--- src/bds_pkg.sv ---
// ----------------------------------------------------------------------------
// bds_pkg: shared types and constants of the 2x2 box downsampler.
// Pixel, result and pair-sum layouts, position flags and register indexes.
// ----------------------------------------------------------------------------
package bds_pkg;

    localparam int CHAN_W     = 8;
    localparam int PAIR_W     = CHAN_W + 1;
    localparam int STORE_W    = 10;
    localparam int SUM_W      = STORE_W + 1;
    localparam int CFG_DATA_W = 13;
    localparam int CFG_IDX_W  = 4;
    localparam int ROW_W      = CFG_DATA_W;

    localparam logic [CFG_IDX_W-1:0] CFG_SRC_WIDTH  = CFG_IDX_W'(0);
    localparam logic [CFG_IDX_W-1:0] CFG_SRC_HEIGHT = CFG_IDX_W'(1);

    localparam logic [CFG_DATA_W-1:0] SRC_WIDTH_RESET  = CFG_DATA_W'(1024);
    localparam logic [CFG_DATA_W-1:0] SRC_HEIGHT_RESET = CFG_DATA_W'(1024);

    typedef struct packed {
        logic [CHAN_W-1:0] red_in;
        logic [CHAN_W-1:0] green_in;
        logic [CHAN_W-1:0] blue_in;
    } t_pixel;

    typedef struct packed {
        logic [CHAN_W-1:0] red_out;
        logic [CHAN_W-1:0] green_out;
        logic [CHAN_W-1:0] blue_out;
        logic              end_of_row;
        logic              end_of_frame;
    } t_result;

    typedef struct packed {
        logic [STORE_W-1:0] red;
        logic [STORE_W-1:0] green;
        logic [STORE_W-1:0] blue;
    } t_pair_sums;

    localparam int PAIRS_W = $bits(t_pair_sums);

    typedef struct packed {
        logic odd_col;
        logic odd_row;
        logic end_of_row;
        logic end_of_frame;
    } t_pos_flags;

endpackage

--- src/bds_pos.sv ---
// ----------------------------------------------------------------------------
// bds_pos: frame size registers and source position counters.
// Gives the line store index and the position flags of the next pixel.
// ----------------------------------------------------------------------------
module bds_pos #(
    parameter int MAX_WIDTH = 4096,
    parameter int IDX_W = 11
) (
    input  logic                               i_clk,
    input  logic                               i_rst_n,
    input  logic                               i_cfg_we,
    input  logic [bds_pkg::CFG_IDX_W-1:0]      i_cfg_idx,
    input  logic [bds_pkg::CFG_DATA_W-1:0]     i_cfg_data,
    input  logic                               i_adv,
    output bds_pkg::t_pos_flags                o_flags,
    output logic [IDX_W-1:0]                   o_idx
);

    localparam int COL_W  = $clog2(MAX_WIDTH);
    localparam int WEFF_W = $clog2(MAX_WIDTH + 1);
    localparam int CMP_W  = (WEFF_W > bds_pkg::CFG_DATA_W) ? WEFF_W : bds_pkg::CFG_DATA_W;
    localparam int ROW_W  = bds_pkg::ROW_W;

    logic [bds_pkg::CFG_DATA_W-1:0] r_src_width;
    logic [bds_pkg::CFG_DATA_W-1:0] r_src_height;
    logic [COL_W-1:0]               r_col;
    logic [COL_W-1:0]               n_col;
    logic [ROW_W-1:0]               r_row;
    logic [ROW_W-1:0]               n_row;

    logic [CMP_W-1:0] w_nz;
    logic [CMP_W-1:0] w_eff;
    logic [CMP_W-1:0] w_even;
    logic [CMP_W-1:0] x_inc;
    logic             col_wrap;
    logic [ROW_W-1:0] h_eff;
    logic [ROW_W:0]   h_even;
    logic [ROW_W:0]   y_inc;
    logic             eor;

    always_ff @(posedge i_clk) begin
        if (!i_rst_n) begin
            r_src_width  <= bds_pkg::SRC_WIDTH_RESET;
            r_src_height <= bds_pkg::SRC_HEIGHT_RESET;
        end else if (i_cfg_we) begin
            case (i_cfg_idx)
                bds_pkg::CFG_SRC_WIDTH: begin
                    r_src_width <= i_cfg_data;
                end
                bds_pkg::CFG_SRC_HEIGHT: begin
                    r_src_height <= i_cfg_data;
                end
                default: begin
                end
            endcase
        end
    end

    always_comb begin
        w_nz     = (r_src_width == '0) ? CMP_W'(1) : CMP_W'(r_src_width);
        w_eff    = (w_nz > CMP_W'(MAX_WIDTH)) ? CMP_W'(MAX_WIDTH) : w_nz;
        w_even   = w_eff & ~CMP_W'(1);
        x_inc    = CMP_W'(r_col) + CMP_W'(1);
        col_wrap = (x_inc >= w_eff);
        eor      = (x_inc == w_even);

        h_eff  = (r_src_height == '0) ? ROW_W'(1) : r_src_height;
        h_even = {1'b0, h_eff & ~ROW_W'(1)};
        y_inc  = {1'b0, r_row} + (ROW_W + 1)'(1);

        n_col = col_wrap ? '0 : COL_W'(x_inc);
        if (!col_wrap) begin
            n_row = r_row;
        end else if (y_inc >= {1'b0, h_eff}) begin
            n_row = '0;
        end else begin
            n_row = y_inc[ROW_W-1:0];
        end
    end

    always_ff @(posedge i_clk) begin
        if (!i_rst_n) begin
            r_col <= '0;
            r_row <= '0;
        end else if (i_adv) begin
            r_col <= n_col;
            r_row <= n_row;
        end
    end

    assign o_flags.odd_col      = r_col[0];
    assign o_flags.odd_row      = r_row[0];
    assign o_flags.end_of_row   = eor;
    assign o_flags.end_of_frame = eor && (y_inc == h_even);
    assign o_idx                = IDX_W'(r_col >> 1);

endmodule

--- config.mk ---
export PLATFORM = sky130hd
export DESIGN_NAME = bds_pos
export DESIGN_NICKNAME = d
export VERILOG_FILES = /design/src/bds_pkg.sv /design/src/bds_pos.sv
export SDC_FILE = /design/constraint.sdc
export NUM_CORES = 1
export LEC_CHECK = 0
export BUFFER_PORTS_ARGS = -buffer_cell sky130_fd_sc_hd__buf_4
export CORE_ASPECT_RATIO = 0.6
export CORE_MARGIN = 5
export CORE_UTILIZATION = 51
export CTS_BUF_LIST = sky130_fd_sc_hd__clkbuf_4
export CTS_CLUSTER_DIAMETER = 30
export DETAILED_ROUTE_END_ITERATION = 12
export PLACE_DENSITY = 0.68
export SLEW_MARGIN = 10
export SYNTH_ARGS = -nofsm -noshare
export SYNTH_HDL_FRONTEND = slang
export SYNTH_SLANG_ARGS = --single-unit
--- constraint.sdc ---
create_clock -name i_clk -period 8.3 [get_ports i_clk]
set_clock_uncertainty 0.1 [all_clocks]
set_input_delay 1.66 -clock i_clk [delete_from_list [all_inputs] [get_ports i_clk]]
set_output_delay 1.66 -clock i_clk [all_outputs]
set_load 0.01 [all_outputs]
==> flow_summary.html <==
<table>
<tr><th>Metric</th><th>Value</th></tr>
<tr><th colspan="2">Clock network</th></tr>
<tr><td>Clock latency on the worst-skew pair</td><td>0.39 ns</td></tr>
<tr><td>H-tree level count</td><td>2</td></tr>
<tr><td>Buffers from clock root to sink, at most</td><td>2</td></tr>
<tr><td>Post_cts resized</td><td>0</td></tr>
<tr><td>Clock Pin Slew Worst Setup and Hold Paths</td><td>0.17 ns</td></tr>
<tr><td>TritonCTS clock tree</td><td>yes</td></tr>
<tr><td>Number of buffers inserted by hold repair at cts</td><td>0</td></tr>
<tr><td>Postcts setup bufs</td><td>0</td></tr>
<tr><td>Total number of clock tree sinks</td><td>51</td></tr>
<tr><td>CTS Buf Count</td><td>5</td></tr>
<tr><td>Root buf cell</td><td>sky130_fd_sc_hd__clkbuf_4</td></tr>
<tr><th colspan="2">Placed design</th></tr>
<tr><td>IO Port Bufs</td><td>35</td></tr>
<tr><td>Final estimated routing congestion in global placement</td><td>0.867</td></tr>
<tr><td>Placed cells</td><td>485</td></tr>
<tr><td>HPWL after DPL</td><td>6050 um</td></tr>
<tr><th colspan="2">Route</th></tr>
<tr><td>Routed wire length</td><td>8150 um</td></tr>
<tr><td>Routed vias</td><td>2,918</td></tr>
<tr><td>Remaining design rule violation count</td><td>0</td></tr>
<tr><td>Final antenna-violating net count</td><td>0</td></tr>
<tr><td>Per-cell routed wire length</td><td>16.5 um</td></tr>
<tr><td>1st-pass router iterations</td><td>5</td></tr>
<tr><td>Detail-routed via count per cell</td><td>5.92</td></tr>
<tr><td>Number of DRC markers in iteration 0</td><td>191</td></tr>
<tr><th colspan="2">Global route</th></tr>
<tr><td>All-layer global routing usage</td><td>19.8%</td></tr>
<tr><td>Antenna violations before repair</td><td>0</td></tr>
<tr><td>Maximum number of pins on one net before global-route repair</td><td>41</td></tr>
<tr><td>Global-route wire length before repair</td><td>12,900 um</td></tr>
<tr><td>Gr ovfl total</td><td>0</td></tr>
<tr><td>Vias in the first global route</td><td>2,541</td></tr>
<tr><th colspan="2">Logic synthesis</th></tr>
<tr><td>Sequential element share of the synthesized area</td><td>31.4%</td></tr>
<tr><td>Number of warning messages in the yosys log</td><td>0</td></tr>
<tr><td>Synthesized net count</td><td>436</td></tr>
<tr><td>Most used standard cells in the synthesized netlist</td><td>sky130_fd_sc_hd__dfxtp_1 (51), sky130_fd_sc_hd__nand2_1 (42), sky130_fd_sc_hd__nor2_1 (33)</td></tr>
<tr><td>Most instantiated flip-flop cell in the synthesis netlist</td><td>sky130_fd_sc_hd__dfxtp_1</td></tr>
<tr><td>FF+latch count, synth</td><td>51</td></tr>
<tr><td>Synth area leaders</td><td>sky130_fd_sc_hd__dfxtp_1 (31%), sky130_fd_sc_hd__ha_1 (11%), sky130_fd_sc_hd__mux2i_1 (8.0%)</td></tr>
<tr><td>Count of mapped cells out of synthesis</td><td>387</td></tr>
<tr><td>Number of flops mapped to enable cells by yosys</td><td>0</td></tr>
<tr><td>Average cell area after synthesis</td><td>8.40 um^2</td></tr>
<tr><td>Mapped Area</td><td>0.00325 mm^2</td></tr>
<tr><td>Cell type with the highest aggregate area in the netlist</td><td>sky130_fd_sc_hd__dfxtp_1</td></tr>
<tr><td>Area share of the largest cell type after synthesis</td><td>31.4%</td></tr>
<tr><td>Cell with the most instances after synthesis</td><td>sky130_fd_sc_hd__dfxtp_1</td></tr>
<tr><td>FFs w/ async S/R, synth</td><td>0%</td></tr>
<tr><td>Number of unique standard cell types used by synthesis</td><td>45</td></tr>
<tr><th colspan="2">Run status</th></tr>
<tr><td>Run status</td><td>finished, final reports clean</td></tr>
<tr><th colspan="2">Setup path</th></tr>
<tr><td>Reg-to-Reg End</td><td>r_row[3]$_SDFFE_PN0P_</td></tr>
<tr><td>Biggest fanout along the worst timing path</td><td>7</td></tr>
<tr><td>Setup slack of the worst register-to-register path</td><td>4.61 ns</td></tr>
<tr><td>Number of cell instances on the worst register-to-register path</td><td>11</td></tr>
<tr><td>Critical path data required time</td><td>6.54 ns</td></tr>
<tr><td>Crit start category</td><td>flop</td></tr>
<tr><td>Data arrival, critical path</td><td>3.19 ns</td></tr>
<tr><td>Beginning of the worst register-to-register path</td><td>r_col[3]$_SDFFE_PN0P_</td></tr>
<tr><td>Type of the setup path with the least slack</td><td>reg2out</td></tr>
<tr><td>Critical Path End Type</td><td>output port</td></tr>
<tr><th colspan="2">Cells and area</th></tr>
<tr><td>Share of post-route cells with drive strength above 1</td><td>12.7%</td></tr>
<tr><td>Final cell count without fillers</td><td>493</td></tr>
<tr><td>Number of diodes</td><td>0</td></tr>
<tr><td>Area delta synth-&gt;final</td><td>10.4%</td></tr>
<tr><td>Net count of the finished layout</td><td>457</td></tr>
<tr><td>Final standard cell utilization of the core</td><td>58.5%</td></tr>
<tr><th colspan="2">Floorplan</th></tr>
<tr><td>Vertical die dimension</td><td>71.8 um</td></tr>
<tr><td>Total core area</td><td>0.00614 mm^2</td></tr>
<tr><td>Number of core rows</td><td>22</td></tr>
<tr><td>Effective utilization at floorplan</td><td>52.9%</td></tr>
<tr><td>Die footprint</td><td>0.00812 mm^2</td></tr>
<tr><td>Number of top-level design ports</td><td>36</td></tr>
<tr><td>Width of the die</td><td>113 um</td></tr>
<tr><th colspan="2">Run</th></tr>
<tr><td># Max-Cap Violations</td><td>0</td></tr>
<tr><th colspan="2">Power</th></tr>
<tr><td>P_leak</td><td>1.50 nW</td></tr>
<tr><td>Worst voltage drop across the vdd grid</td><td>63.5 uV</td></tr>
<tr><td>P per Cell Area</td><td>117 mW/mm^2</td></tr>
<tr><th colspan="2">Min path</th></tr>
<tr><td>Hold Startpoint</td><td>r_row[1]$_SDFFE_PN0P_</td></tr>
<tr><td>Worst Hold Class</td><td>reg2reg</td></tr>
<tr><td>Endpoint of the worst hold-timing path</td><td>r_row[1]$_SDFFE_PN0P_</td></tr>
<tr><td>Hold Path Cell Cnt</td><td>2</td></tr>
<tr><th colspan="2">Timing</th></tr>
<tr><td>Total negative setup slack</td><td>0 ns</td></tr>
<tr><td>Time the worst path needs with I/O delays and setup</td><td>4.95 ns</td></tr>
<tr><td>Final setup fails</td><td>0</td></tr>
<tr><td>Max-slew violation count</td><td>0</td></tr>
<tr><td>Worst slew margin</td><td>24.0%</td></tr>
<tr><td>Max Freq</td><td>202 MHz</td></tr>
<tr><td>Tcrit/Tclk final</td><td>59.7%</td></tr>
<tr><td>Count of final hold-check violations</td><td>0</td></tr>
<tr><td>Worst-margin pin slew</td><td>1.13 ns</td></tr>
<tr><td>RSZ-0062 raised after global routing</td><td>no</td></tr>
</table>
-- sequential cells by signal, summed over array words and instances (netlist names) --
name / cells
r_src_height: 13
r_row: 13
r_col: 12
r_src_width: 13
-- worst max-delay path: stages (launching register included) --
cell                      delay [ns]
sky130_fd_sc_hd__dfxtp_1        0.49
sky130_fd_sc_hd__ha_1           0.31
sky130_fd_sc_hd__and3_1         0.24
sky130_fd_sc_hd__and3_1         0.18
sky130_fd_sc_hd__xor2_1         0.08
sky130_fd_sc_hd__ha_1           0.31
sky130_fd_sc_hd__nand3_1        0.11
sky130_fd_sc_hd__nor3_1         0.52
sky130_fd_sc_hd__nand4_1        0.16
sky130_fd_sc_hd__nor3b_1        0.24
sky130_fd_sc_hd__buf_4          0.16
-- cell families (layout without fill, tap and decap cells) --
kind of cell | Yosys count | after routing | synth area share, %
buf+inv | 39 | 61 | 5.24
compound gates | 67 | 67 | 14.7
simple gates | 153 | 153 | 23.7
mux | 26 | 26 | 8.01
fa+ha+maj | 28 | 28 | 10.8
xor+xnor | 23 | 23 | 6.20
flops | 51 | 51 | 31.4
-- how the worst max path moves through the flow --
stage,start,end,slack (ns),cells past startpoint
3_5_place_dp,r_row[0]$_SDFFE_PN0P_,o_flags[0],3.82,10
2_1_floorplan,r_col[3]$_SDFFE_PN0P_,o_flags[0],4.13,10
5_1_grt,r_row[0]$_SDFFE_PN0P_,o_flags[0],3.02,10
3_3_place_gp,r_row[0]$_SDFFE_PN0P_,o_flags[0],3.93,10
4_1_cts,r_row[0]$_SDFFE_PN0P_,o_flags[0],3.36,10
6_report,r_row[0]$_SDFFE_PN0P_,o_flags[0],3.35,10
-- layer usage --
metal / GRT usage (%) / vias to the layer above / wire length [um]
met3: 4.47 / 9 / 522
met5: 0 / - / 0
met1: 30.9 / 1360 / 4340
met4: 3.73 / 0 / 53
met2: 27.6 / 102 / 3230
li1: - / 1447 / -
-- power breakdown --
group          internal (mW)  switching (mW)  leakage, nW
clock                 0.0378          0.0886       0.0323
sequential             0.248         0.00326        0.412
combinational         0.0189          0.0255         1.06
-- placed cells by master (no fill, tap or decap), drive strengths merged --
cell type / count
o2111ai: 3
dfxtp: 51
clkbuf: 6
nor2b: 2
o211ai: 4
nor4: 5
a21oi: 17
nand2: 42
a211oi: 3
a21o: 5
and2: 1
ha: 28
nor3: 5
o31a: 1
xnor2: 18
a2111oi: 1
a31o: 1
nand4: 16
inv: 18
clkinvlp: 1
or3: 9
nand3: 17
nor2: 33
and4: 4
nor3b: 2
a211o: 2
mux2i: 26
xor2: 5
a22oi: 9
o22ai: 9
buf: 36
and3: 13
o21a: 2
or4: 1
o21ai: 7
a31oi: 3
nand2b: 3
-- stage by stage --
step	instance area [um^2]	power [mW]	setup slack (ns)	hold WS, ns
finish	3590	0.422	3.35	0.392
global placement	3530	0.299	3.93	0.367
CTS	3590	0.425	3.36	0.394
detailed placement	3530	0.300	3.82	0.374
floorplan	3250	0.281	4.13	0.356
global route	3590	0.439	3.02	0.428
-- area by class of cell --
type	instances	area, um^2
fill	565	2550
multi-input combinational	297	2070
sequential	51	1020
timing repair buffer	36	270
tap	84	105
inverter	17	63.8
clock buffer	6	45.0
clock inverter	2	16.3
No activity file was read; power rests on OpenSTA's default activity.
